## src/rtl/rxrb_pkg.sv

```systemverilog
// rxrb_pkg: shared constants, codes and types for the receive ring buffer
// no dependencies; compiled first
package rxrb_pkg;

    localparam int RING_DEPTH = 16;
    localparam int PTR_W      = $clog2(RING_DEPTH);
    localparam int CNT_W      = $clog2(RING_DEPTH + 1);
    localparam int BYTE_W     = 8;
    localparam int OP_W       = 2;
    localparam int FILL_W     = 5;
    localparam int MINLEN_W   = 5;
    localparam int CMP_W      = (CNT_W > MINLEN_W) ? CNT_W : MINLEN_W;
    localparam int CFG_IDX_W  = 1;
    localparam int CFG_DATA_W = 8;

    typedef enum logic [OP_W-1:0] {
        OP_RECEIVE = 2'd0,
        OP_READ    = 2'd1,
        OP_FLUSH   = 2'd2
    } op_t;

    typedef enum logic [CFG_IDX_W-1:0] {
        CFG_STOP_BYTE = 1'b0,
        CFG_MIN_LEN   = 1'b1
    } cfg_idx_t;

    // one write port and one read port on the ring store
    typedef struct packed {
        logic              wr_en;
        logic [PTR_W-1:0]  wr_addr;
        logic [BYTE_W-1:0] wr_data;
        logic              rd_en;
        logic [PTR_W-1:0]  rd_addr;
    } ram_req_t;

endpackage

```

## src/rtl/rxrb_intf.sv

```systemverilog
// rxrb channel interfaces: request, result and configuration write channels
// depends on rxrb_pkg
interface rxrb_cmd_if
    import rxrb_pkg::*;
();
    logic              valid;
    logic              ready;
    logic [OP_W-1:0]   operation;
    logic [BYTE_W-1:0] rx_byte;
    logic              rx_error;

    modport source (output valid, operation, rx_byte, rx_error, input ready);
    modport sink   (input valid, operation, rx_byte, rx_error, output ready);
endinterface

interface rxrb_rsp_if
    import rxrb_pkg::*;
();
    logic              valid;
    logic              ready;
    logic [BYTE_W-1:0] read_data;
    logic [FILL_W-1:0] fill_count;
    logic              frame_ready;
    logic              underflow;

    modport source (output valid, read_data, fill_count, frame_ready, underflow,
                    input ready);
    modport sink   (input valid, read_data, fill_count, frame_ready, underflow,
                    output ready);
endinterface

interface rxrb_cfg_if
    import rxrb_pkg::*;
();
    logic                  valid;
    logic                  ready;
    logic [CFG_IDX_W-1:0]  index;
    logic [CFG_DATA_W-1:0] data;

    modport source (output valid, index, data, input ready);
    modport sink   (input valid, index, data, output ready);
endinterface

```

## src/rtl/rxrb_ram.sv

```systemverilog
// rxrb_ram: generic single-write, single-read ram with registered read data
// no dependencies
module rxrb_ram #(
    parameter int WIDTH = 8,
    parameter int DEPTH = 16
) (
    input  logic                     clk,
    input  logic                     wr_en,
    input  logic [$clog2(DEPTH)-1:0] wr_addr,
    input  logic [WIDTH-1:0]         wr_data,
    input  logic                     rd_en,
    input  logic [$clog2(DEPTH)-1:0] rd_addr,
    output logic [WIDTH-1:0]         rd_data
);

    logic [WIDTH-1:0] mem [DEPTH];
    logic [WIDTH-1:0] rd_data_reg;

    always_ff @(posedge clk)
    begin
        if (wr_en)
        begin
            mem[wr_addr] <= wr_data;
        end
        if (rd_en)
        begin
            rd_data_reg <= mem[rd_addr];
        end
    end

    assign rd_data = rd_data_reg;

endmodule

```

## src/rtl/rxrb_ctrl.sv

```systemverilog
// rxrb_ctrl: pointers, fill count, notify flag, sequencer and result register
// depends on rxrb_pkg and the rxrb channel interfaces
module rxrb_ctrl
    import rxrb_pkg::*;
(
    input  logic                clk,
    input  logic                rst_n,
    rxrb_cmd_if.sink            cmd,
    rxrb_rsp_if.source          rsp,
    input  logic [BYTE_W-1:0]   stop_byte,
    input  logic [MINLEN_W-1:0] min_frame_length,
    output ram_req_t            ram_req,
    input  logic [BYTE_W-1:0]   ram_rd_data
);

    typedef enum logic [1:0] {
        ST_IDLE = 2'b01,
        ST_READ = 2'b10
    } state_t;

    state_t            state_reg, state_next;
    logic [PTR_W-1:0]  rd_ptr_reg, rd_ptr_next;
    logic [PTR_W-1:0]  wr_ptr_reg, wr_ptr_next;
    logic [CNT_W-1:0]  count_reg, count_next;
    logic              flag_reg, flag_next;
    logic              out_valid_reg, out_valid_next;
    logic [BYTE_W-1:0] out_data_reg, out_data_next;
    logic [CNT_W-1:0]  out_count_reg, out_count_next;
    logic              out_flag_reg, out_flag_next;
    logic              out_under_reg, out_under_next;

    logic             accept;
    logic             load_out;
    logic             full;
    logic [CNT_W-1:0] rx_count;

    assign cmd.ready = (state_reg == ST_IDLE) && (!out_valid_reg || rsp.ready);
    assign accept    = cmd.valid && cmd.ready;
    assign full      = (count_reg == CNT_W'(RING_DEPTH));
    assign rx_count  = full ? count_reg : count_reg + CNT_W'(1);

    always_comb
    begin
        state_next     = state_reg;
        rd_ptr_next    = rd_ptr_reg;
        wr_ptr_next    = wr_ptr_reg;
        count_next     = count_reg;
        flag_next      = flag_reg;
        load_out       = 1'b0;
        out_data_next  = out_data_reg;
        out_count_next = out_count_reg;
        out_flag_next  = out_flag_reg;
        out_under_next = out_under_reg;

        ram_req.wr_en   = 1'b0;
        ram_req.wr_addr = wr_ptr_reg;
        ram_req.wr_data = cmd.rx_byte;
        ram_req.rd_en   = 1'b0;
        ram_req.rd_addr = rd_ptr_reg;

        unique case (state_reg)
            ST_IDLE:
            begin
                if (accept)
                begin
                    out_data_next  = '0;
                    out_under_next = 1'b0;
                    unique case (cmd.operation)
                        OP_RECEIVE:
                        begin
                            if (!cmd.rx_error)
                            begin
                                ram_req.wr_en = 1'b1;
                                wr_ptr_next   = wr_ptr_reg + PTR_W'(1);
                                count_next    = rx_count;
                                // full ring: oldest byte is overwritten
                                if (full)
                                begin
                                    rd_ptr_next = rd_ptr_reg + PTR_W'(1);
                                end
                                if ((cmd.rx_byte == stop_byte) &&
                                    (CMP_W'(rx_count) >= CMP_W'(min_frame_length)))
                                begin
                                    flag_next = 1'b1;
                                end
                            end
                            load_out       = 1'b1;
                            out_count_next = count_next;
                            out_flag_next  = flag_next;
                        end
                        OP_READ:
                        begin
                            if (count_reg == '0)
                            begin
                                load_out       = 1'b1;
                                out_under_next = 1'b1;
                                out_count_next = count_reg;
                                out_flag_next  = flag_reg;
                            end
                            else
                            begin
                                // result follows once the ram data is back
                                ram_req.rd_en = 1'b1;
                                rd_ptr_next   = rd_ptr_reg + PTR_W'(1);
                                count_next    = count_reg - CNT_W'(1);
                                state_next    = ST_READ;
                            end
                        end
                        OP_FLUSH:
                        begin
                            rd_ptr_next    = '0;
                            wr_ptr_next    = '0;
                            count_next     = '0;
                            flag_next      = 1'b0;
                            load_out       = 1'b1;
                            out_count_next = '0;
                            out_flag_next  = 1'b0;
                        end
                        default:
                        begin
                            load_out       = 1'b1;
                            out_count_next = count_reg;
                            out_flag_next  = flag_reg;
                        end
                    endcase
                end
            end
            ST_READ:
            begin
                load_out       = 1'b1;
                out_data_next  = ram_rd_data;
                out_under_next = 1'b0;
                out_count_next = count_reg;
                out_flag_next  = flag_reg;
                state_next     = ST_IDLE;
            end
            default:
            begin
                state_next = ST_IDLE;
            end
        endcase

        if (load_out)
        begin
            out_valid_next = 1'b1;
        end
        else if (rsp.ready)
        begin
            out_valid_next = 1'b0;
        end
        else
        begin
            out_valid_next = out_valid_reg;
        end
    end

    always_ff @(posedge clk or negedge rst_n)
    begin
        if (!rst_n)
        begin
            state_reg     <= ST_IDLE;
            rd_ptr_reg    <= '0;
            wr_ptr_reg    <= '0;
            count_reg     <= '0;
            flag_reg      <= 1'b0;
            out_valid_reg <= 1'b0;
        end
        else
        begin
            state_reg     <= state_next;
            rd_ptr_reg    <= rd_ptr_next;
            wr_ptr_reg    <= wr_ptr_next;
            count_reg     <= count_next;
            flag_reg      <= flag_next;
            out_valid_reg <= out_valid_next;
        end
    end

    always_ff @(posedge clk)
    begin
        out_data_reg  <= out_data_next;
        out_count_reg <= out_count_next;
        out_flag_reg  <= out_flag_next;
        out_under_reg <= out_under_next;
    end

    assign rsp.valid       = out_valid_reg;
    assign rsp.read_data   = out_data_reg;
    assign rsp.fill_count  = FILL_W'(out_count_reg);
    assign rsp.frame_ready = out_flag_reg;
    assign rsp.underflow   = out_under_reg;

endmodule

```

## src/rtl/rx_ring_buffer_with_frame_notify.sv

```systemverilog
// rx ring buffer with frame notify: receive, read and flush requests on a byte ring
// receive, flush and unused codes give their result the cycle after acceptance;
//   a non-empty read passes the ring store's registered read, then the result register
// throughput: one receive or flush per cycle if rsp.ready; a non-empty read holds the port
// reset: pointers, fill count, notify flag and result valid clear at once, registers to
//   stop byte 0 and minimum frame length 1; the ring store is not cleared, no sweep
// depends on rxrb_pkg, rxrb channel interfaces, rxrb_ctrl and rxrb_ram
module rx_ring_buffer_with_frame_notify
    import rxrb_pkg::*;
(
    input  logic       clk,
    input  logic       rst_n,
    rxrb_cmd_if.sink   cmd,
    rxrb_rsp_if.source rsp,
    rxrb_cfg_if.sink   cfg
);

    // configuration registers; the user writes them only while quiet, not enforced here
    logic [BYTE_W-1:0]   stop_byte_reg, stop_byte_next;
    logic [MINLEN_W-1:0] min_len_reg, min_len_next;

    // ring store request from the sequencer and its registered read data
    ram_req_t          ram_req;
    logic [BYTE_W-1:0] ram_rd_data;

    // configuration writes are always taken
    assign cfg.ready = 1'b1;

    always_comb
    begin
        stop_byte_next = stop_byte_reg;
        min_len_next   = min_len_reg;
        if (cfg.valid)
        begin
            unique case (cfg.index)
                CFG_STOP_BYTE: stop_byte_next = cfg.data;
                CFG_MIN_LEN:   min_len_next   = cfg.data[MINLEN_W-1:0];
                default:       ;
            endcase
        end
    end

    always_ff @(posedge clk or negedge rst_n)
    begin
        if (!rst_n)
        begin
            stop_byte_reg <= '0;
            min_len_reg   <= MINLEN_W'(1);
        end
        else
        begin
            stop_byte_reg <= stop_byte_next;
            min_len_reg   <= min_len_next;
        end
    end

    // pointers, count, notify flag and the result register
    rxrb_ctrl u_ctrl (
        .clk              (clk),
        .rst_n            (rst_n),
        .cmd              (cmd),
        .rsp              (rsp),
        .stop_byte        (stop_byte_reg),
        .min_frame_length (min_len_reg),
        .ram_req          (ram_req),
        .ram_rd_data      (ram_rd_data)
    );

    // the byte ring itself; a write and a read never target the same request
    rxrb_ram #(
        .WIDTH (BYTE_W),
        .DEPTH (RING_DEPTH)
    ) u_ring (
        .clk     (clk),
        .wr_en   (ram_req.wr_en),
        .wr_addr (ram_req.wr_addr),
        .wr_data (ram_req.wr_data),
        .rd_en   (ram_req.rd_en),
        .rd_addr (ram_req.rd_addr),
        .rd_data (ram_rd_data)
    );

`ifndef ASSERT_OFF
    // never more bytes reported than the ring holds
    a_count_bound: assert property (@(posedge clk) disable iff (!rst_n)
        rsp.valid |-> (rsp.fill_count <= FILL_W'(RING_DEPTH)))
        else $error("fill count beyond ring depth");

    // a request is only taken when the result slot is free or draining
    a_no_overwrite: assert property (@(posedge clk) disable iff (!rst_n)
        (cmd.valid && cmd.ready) |-> (!rsp.valid || rsp.ready))
        else $error("request taken over a pending result");

    // a flush shows an empty ring and a cleared flag in the next cycle
    a_flush_result: assert property (@(posedge clk) disable iff (!rst_n)
        (cmd.valid && cmd.ready && (cmd.operation == OP_FLUSH)) |=>
        (rsp.valid && (rsp.fill_count == '0) && !rsp.frame_ready))
        else $error("flush result wrong");

    // an underflow never carries data
    a_underflow_data: assert property (@(posedge clk) disable iff (!rst_n)
        (rsp.valid && rsp.underflow) |-> ((rsp.read_data == '0) && (rsp.fill_count == '0)))
        else $error("underflow with data or non-empty ring");
`endif

endmodule
```

## src/flat_wrapper.sv

```systemverilog
// flat-port wrapper written by rule: the top's interface ports become plain ports
module rx_ring_buffer_with_frame_notify_flat import rxrb_pkg::*;
  (clk, rst_n, cmd_valid, cmd_operation, cmd_rx_byte, cmd_rx_error, cmd_ready, rsp_valid, rsp_read_data, rsp_fill_count, rsp_frame_ready, rsp_underflow, rsp_ready, cfg_valid, cfg_index, cfg_data, cfg_ready);
  rxrb_cmd_if cmd_i ();
  rxrb_rsp_if rsp_i ();
  rxrb_cfg_if cfg_i ();
  input  logic clk;
  input  logic rst_n;
  input wire logic [$bits(cmd_i.valid)-1:0] cmd_valid;
  input wire logic [$bits(cmd_i.operation)-1:0] cmd_operation;
  input wire logic [$bits(cmd_i.rx_byte)-1:0] cmd_rx_byte;
  input wire logic [$bits(cmd_i.rx_error)-1:0] cmd_rx_error;
  output wire logic [$bits(cmd_i.ready)-1:0] cmd_ready;
  output wire logic [$bits(rsp_i.valid)-1:0] rsp_valid;
  output wire logic [$bits(rsp_i.read_data)-1:0] rsp_read_data;
  output wire logic [$bits(rsp_i.fill_count)-1:0] rsp_fill_count;
  output wire logic [$bits(rsp_i.frame_ready)-1:0] rsp_frame_ready;
  output wire logic [$bits(rsp_i.underflow)-1:0] rsp_underflow;
  input wire logic [$bits(rsp_i.ready)-1:0] rsp_ready;
  input wire logic [$bits(cfg_i.valid)-1:0] cfg_valid;
  input wire logic [$bits(cfg_i.index)-1:0] cfg_index;
  input wire logic [$bits(cfg_i.data)-1:0] cfg_data;
  output wire logic [$bits(cfg_i.ready)-1:0] cfg_ready;
  assign cmd_i.valid = cmd_valid;
  assign cmd_i.operation = cmd_operation;
  assign cmd_i.rx_byte = cmd_rx_byte;
  assign cmd_i.rx_error = cmd_rx_error;
  assign cmd_ready = cmd_i.ready;
  assign rsp_valid = rsp_i.valid;
  assign rsp_read_data = rsp_i.read_data;
  assign rsp_fill_count = rsp_i.fill_count;
  assign rsp_frame_ready = rsp_i.frame_ready;
  assign rsp_underflow = rsp_i.underflow;
  assign rsp_i.ready = rsp_ready;
  assign cfg_i.valid = cfg_valid;
  assign cfg_i.index = cfg_index;
  assign cfg_i.data = cfg_data;
  assign cfg_ready = cfg_i.ready;
  rx_ring_buffer_with_frame_notify u_core (.clk(clk), .rst_n(rst_n), .cmd(cmd_i), .rsp(rsp_i), .cfg(cfg_i));
endmodule
```

## config.mk

```make
export PLATFORM = sky130hd
export DESIGN_NAME = rx_ring_buffer_with_frame_notify_flat
export DESIGN_NICKNAME = d
export VERILOG_FILES = /design/src/rtl/rxrb_pkg.sv /design/src/rtl/rxrb_intf.sv /design/src/rtl/rxrb_ram.sv /design/src/rtl/rxrb_ctrl.sv /design/src/rtl/rx_ring_buffer_with_frame_notify.sv /design/src/flat_wrapper.sv
export SDC_FILE = /design/constraint.sdc
export NUM_CORES = 1
export LEC_CHECK = 0
export BUFFER_PORTS_ARGS = -buffer_cell sky130_fd_sc_hd__buf_4
export CORE_ASPECT_RATIO = 1.5
export CORE_MARGIN = 8
export CORE_UTILIZATION = 65
export DETAILED_ROUTE_END_ITERATION = 12
export PLACE_DENSITY_LB_ADDON = 0.3
export SKIP_CTS_REPAIR_TIMING = 1
export SLEW_MARGIN = 0
export SYNTH_ARGS = -nofsm -noshare
export SYNTH_HDL_FRONTEND = slang
export SYNTH_HIERARCHICAL = 1
export SYNTH_SLANG_ARGS = --single-unit
```

## constraint.sdc

```tcl
create_clock -name clk -period 6.7 [get_ports clk]
set_input_delay 0.67 -clock clk [delete_from_list [all_inputs] [get_ports clk]]
set_output_delay 0.67 -clock clk [all_outputs]
set_load 0.02 [all_outputs]
```

# Yosys cells after proc, flatten, opt, wreduce, memory -nomap -nowiden
# Memory sizes are Yosys's and may differ from the RTL's. A register that Yosys moved wholly into a read port is not among the register bits.
# Cells that the tools add are included.
[word_totals] rom_bits=0 ff_bits=45 latchBits=0 in_bits=25 memories=1 out_inout_bits=18 mem_bits_rw=128 wordCells=98
[op_classes] muxes=46 n_lt_le_gt_ge=1 n_bitwise=1 shift=0 n_eq_ne=13 add_sub_neg=4 div_mod_pow=0 n_reduce_logical=20 n_mul=0
[mem_list] name="u_core.u_ring.mem" words=16 width=8 read_ports=1 rd_clocked_by_memory_dff=1 wr=1 line="rxrb_ram.sv:16" source="logic [WIDTH-1:0] mem [DEPTH];"
[op_table] op="$pmux W5 S3" n=2
[op_table] op="$mux W5" n=5
[op_table] op="$mux W1" n=21
[op_table] op="$mux W4" n=4
[op_table] op="$pmux W8 S2" n=1
[op_table] op="$pmux W4 S3" n=1
[op_table] op="$ne A2 B2 Y1 const B" n=5
[op_table] op="$pmux W5 S2" n=1
[op_table] op="$reduce_and A3 Y1" n=3
[op_table] op="$add A4 B1 Y4 const B" n=2
[op_table] op="$eq A8 B8 Y1" n=1
[op_table] op="$mux W2" n=4
[op_table] op="$mux W8" n=1
[op_table] op="$pmux W1 S2" n=4
[op_table] op="$pmux W4 S2" n=1
[op_table] op="$reduce_and A4 Y1" n=2
[op_table] op="$reduce_and A2 Y1" n=3
[op_table] op="$reduce_and A6 Y1" n=1
[op_table] op="$reduce_bool A2 Y1" n=3
[op_table] op="$add A5 B1 Y5 const B" n=1
[op_table] op="$eq A5 B5 Y1 const B" n=1
[op_table] op="$ge A5 B5 Y1" n=1
[op_table] op="$logic_not A5 Y1" n=1
[op_table] op="$sub A5 B1 Y5 const B" n=1
[op_table] op="11 further kinds" n=15

# Logic depth before layout (Yosys ltp)
[logic_depth] word_depth=9 mapped_depth=11 depth_no_buf=9

# By module
# The synthesis kept the hierarchy.
[by_module_without_submodules] module="rxrb_ram" seq_area_each_um2=4083.9 cells_per_inst=229 n_inst=1 area_per_inst_um2=5227.5
[by_module_without_submodules] module="rxrb_ctrl" seq_area_each_um2=877.1 cells_per_inst=225 n_inst=1 area_per_inst_um2=2188.3
[by_module_without_submodules] module="rx_ring_buffer_with_frame_notify" seq_area_each_um2=326.6 cells_per_inst=31 n_inst=1 area_per_inst_um2=513.0

# Worst setup path before layout
# Ideal clock, no wire load.
[synth_timing] path_type="input port to flip-flop" startpoint="input cmd_operation[0]" endpoint="memory u_core.u_ring.mem[0][0], enable pin" cell_stages=6 arrival_ps=2379 required_ps=6317 setup_ps=383 setup_slack_ps=3938 path_cell_list="inv_1 ha_1 nand4_1 nor2_1 or3b_2 nor3_1"
[synth_lines] element="from (decl)" line="flat_wrapper.sv:10" source="input wire logic [$bits(cmd_i.operation)-1:0] cmd_operation;"
[synth_lines] element="to (decl)" line="rxrb_ram.sv:16"

==> impl_metrics.tcl <==
set metrics [dict create \
    postSynthAreaPerCell_um2 16.35 \
    pre_cts_ws_ps 3304 \
    netlist_top_cells_count "sky130_fd_sc_hd__edfxtp_1, sky130_fd_sc_hd__dfrtp_1, sky130_fd_sc_hd__nor2_1" \
    synth.net_count 526 \
    grt_util_all_layers 0.2142 \
    io-pin-count 43 \
    detailed_place.area_mm2 0.008185 \
    antenna_found_initial 0 \
    fin_skew_ps 6.153 \
    mappedNetlistArea_mm2 0.007929 \
    period_minus_slack_ps 3281 \
    highest-signal-layer "met4" \
    final_hold_violation_count 0 \
    cp_data_arrival_time_ps 3320 \
    proportion_of_synthesized_area_in_mux_cells 0.1202 \
    route.detailed.wl_per_inst_um 23.93 \
    comb_power_share 0.256 \
    grt_pass1_vias 4563 \
    route.detailed.vias_per_inst 6.526 \
    timing.critical_path.to_type "flop" \
    synth_edf_count 151 \
    fin_ws_ps 3419 \
    dominantRegCellSynth "sky130_fd_sc_hd__edfxtp_1" \
    largest_register_ff_count 128 \
    synth_top_area_cell "sky130_fd_sc_hd__edfxtp_1" \
    die_h_um 151.3 \
    dr_total_vias 4431 \
    post-dp-hpwl_um 10600 \
    dr_wl_met2_um 8891 \
    dr.first_iter.drc_count 353 \
    fraction_of_final_layout_cells_with_drive_strength_greater_than_1 0.2224 \
    finalNonFillerCells 679 \
    critPathMaxFanout 9 \
    cp-start-kind "flop" \
    finalMaxSlewViolations 0 \
    max-cap-violations 0 \
    finalCoreUtilization 0.7379 \
    num_antenna_cells 0 \
    synth.yosys.warnings 6 \
    power.clock.fraction 0.305 \
    worst_path_required_ps 6740 \
    synth_top_family_by_area "multiplexers" \
    num-nets-final 554 \
    outcome "completed" \
    timing.max_slew.rel_slack 0.1874 \
    floorplan.die.width_um 106.2 \
    layout_worst_path_cycle_share 0.4897 \
    most_instantiated_library_cell_after_synthesis "sky130_fd_sc_hd__edfxtp_1" \
    synthCells 485 \
    clock_tree.htree_level_count 4 \
    cts_root_buffer "sky130_fd_sc_hd__clkbuf_16" \
    tritoncts "built" \
    drt_drc_violations_left 0 \
    setup.worst_path.class "flop to flop" \
    power_report.internal_total_mw 2.314 \
    global_route.overflow_total 0 \
    placed_cells 647 \
    ys_types 55 \
    clkTransAtPathRegs_ps 70 \
    drtAntennaViolNets 0 \
    synth_compound_area_frac 0.06154 \
    start_util 0.6632 \
    report.final.setup_viol 0 \
    synth_adder_area_share 0.02525 \
    synth_largest_type_area_fraction 0.5719 \
    std_cell_rows 49 \
    grt_max_degree 37 \
    route.layer.met1.wl_um 5802 \
    vdd_ir_drop_max_uv 216.5 \
    port_buffers 41 \
    post_layout_total_power_mw 3.397 \
    fin_hold_ws_ps 156.9 \
    clk-insertion-delay-late_ps 420 \
    core_area_mm2 0.01196 \
    switching_portion_of_total_power 0.3188 \
    drtPass1Iterations 5 \
    syn2layout_area_growth_pct 11.27 \
    die_area_mm2 0.01606 \
    leakage_nw 3.150 \
    fin_area_mm2 0.008822 \
    synth-simple-area-share 0.07291 \
    grt_setup_unrepaired "false" \
    worst-slew-pin-transition_ps 1210 \
    max_freq_mhz 304.8 \
    synthXorXnorAreaFrac 0.01436 \
    netSwitchingPower_mw 1.083 \
    seqPwrFrac 0.439 \
    met3WireLength_um 952 \
    routabilityCongestion 0.8486 \
    cts_max_path_buffers 2 \
    clock_sink_count 181 \
    seq_total_area_yosys 0.6669 \
    hold_class "input port to async pin" \
    grt_pass1_wl_um 25560 \
    synth.top_cells.by_area "sky130_fd_sc_hd__edfxtp_1, sky130_fd_sc_hd__dfrtp_1, sky130_fd_sc_hd__mux4_2, sky130_fd_sc_hd__mux4_1, sky130_fd_sc_hd__ha_1" \
    final.setup.tns_ps 0 \
    power_density_mw_per_mm2 385.0 \
    wirelength_um 16250 \
    largest_register "u_core/u_ring/mem" \
    synth.ff_latch_count 181 \
    synth_async_sr_flop_share 0.1657 \
    cts-buffers-inserted 17 \
]
==> layout by cell type (no fill, tap or decap), types with 3 or more instances in the layout <==
cell type                   instances
sky130_fd_sc_hd__a21o_1             3
sky130_fd_sc_hd__nor2_1            26
sky130_fd_sc_hd__a22oi_1           18
sky130_fd_sc_hd__inv_1             14
sky130_fd_sc_hd__inv_8              3
sky130_fd_sc_hd__o31ai_1            6
sky130_fd_sc_hd__clkbuf_16         17
sky130_fd_sc_hd__buf_4             42
sky130_fd_sc_hd__and2_1            12
sky130_fd_sc_hd__xor2_1             8
sky130_fd_sc_hd__o41ai_1            3
sky130_fd_sc_hd__xnor2_1            5
sky130_fd_sc_hd__nor3_1            12
sky130_fd_sc_hd__ha_1              16
sky130_fd_sc_hd__clkinv_4           3
sky130_fd_sc_hd__nand3_1            7
sky130_fd_sc_hd__nand2_1           18
sky130_fd_sc_hd__mux4_2            18
sky130_fd_sc_hd__mux4_1            14
sky130_fd_sc_hd__nand2b_1           4
sky130_fd_sc_hd__nand4_1            4
sky130_fd_sc_hd__dfrtp_1           27
sky130_fd_sc_hd__a21oi_1           12
sky130_fd_sc_hd__edfxtp_1         151
sky130_fd_sc_hd__nor2b_1            6
sky130_fd_sc_hd__clkinv_8           4
sky130_fd_sc_hd__mux2_2            16
sky130_fd_sc_hd__o21ai_0           15
sky130_fd_sc_hd__a31oi_1            4
sky130_fd_sc_hd__inv_6              3
==> cells by family after synthesis <==
kind of cell,count (synthesis)
adders and majority gates,16
muxes,48
AOI/OAI and AO/OA,72
xor gates and xnor gates,13
buffers and inverters,47
DFF,181
and+or+nand+nor,107
other,1
==> critical path: stages, from the launching register on <==
cell	delay (ps)
sky130_fd_sc_hd__dfstp_2	540
sky130_fd_sc_hd__ha_1	320
sky130_fd_sc_hd__nand4_1	180
sky130_fd_sc_hd__nor2_1	380
sky130_fd_sc_hd__or3b_2	540
sky130_fd_sc_hd__nor3_1	940
==> final timing paths <==
check | start | end | slack, ps | cells after the start
min in group clk | cfg_data[7] | u_core/stop_byte_reg[7]$_DFFE_PN0P_ | 480 | 2
max in group asynchronous | rst_n | u_core/u_ctrl/state_reg[0]$_DFFE_PN1P_ | 6220 | 1
setup reg to reg | u_core/u_ctrl/state_reg[0]$_DFFE_PN1P_ | u_core/u_ring/mem[0][0]$_DFFE_PP_ | 3420 | 5
setup / recovery | u_core/u_ctrl/state_reg[0]$_DFFE_PN1P_ | u_core/u_ring/mem[0][0]$_DFFE_PP_ | 3420 | 5
hold / removal | rst_n | u_core/u_ctrl/count_reg[4]$_DFFE_PN0P_ | 160 | 1
hold reg to reg | u_core/min_len_reg[1]$_DFFE_PN0P_ | u_core/min_len_reg[1]$_DFFE_PN0P_ | 510 | 1
==> power by group through the flow <==
stage	logic [mW]	clock network [mW]	registers [mW]
after CTS	0.863	1.04	1.49
after global placement	0.827	0	1.51
final	0.870	1.04	1.49
after floorplan	0.668	0	1.47
after detailed placement	0.855	0	1.52
after global routing	0.937	1.09	1.51
==> metal layers <==
metal | vias up | global-route usage
li1 | 1941 | -
met3 | 42 | 0.04983
met1 | 2222 | 0.2295
met2 | 226 | 0.3889
met5 | - | 0
met4 | 0 | 0.1032
==> cell type report <==
class	instances	area, um2
fillers	699	3133
clock inverters	15	211.5
multi-input cells	257	2337
inverters	14	52.55
flip-flops and latches	181	5289
well taps	153	191.4
repair buffers	42	315.3
clock buffers	17	425.4
No activity file was read; power rests on OpenSTA's default activity.
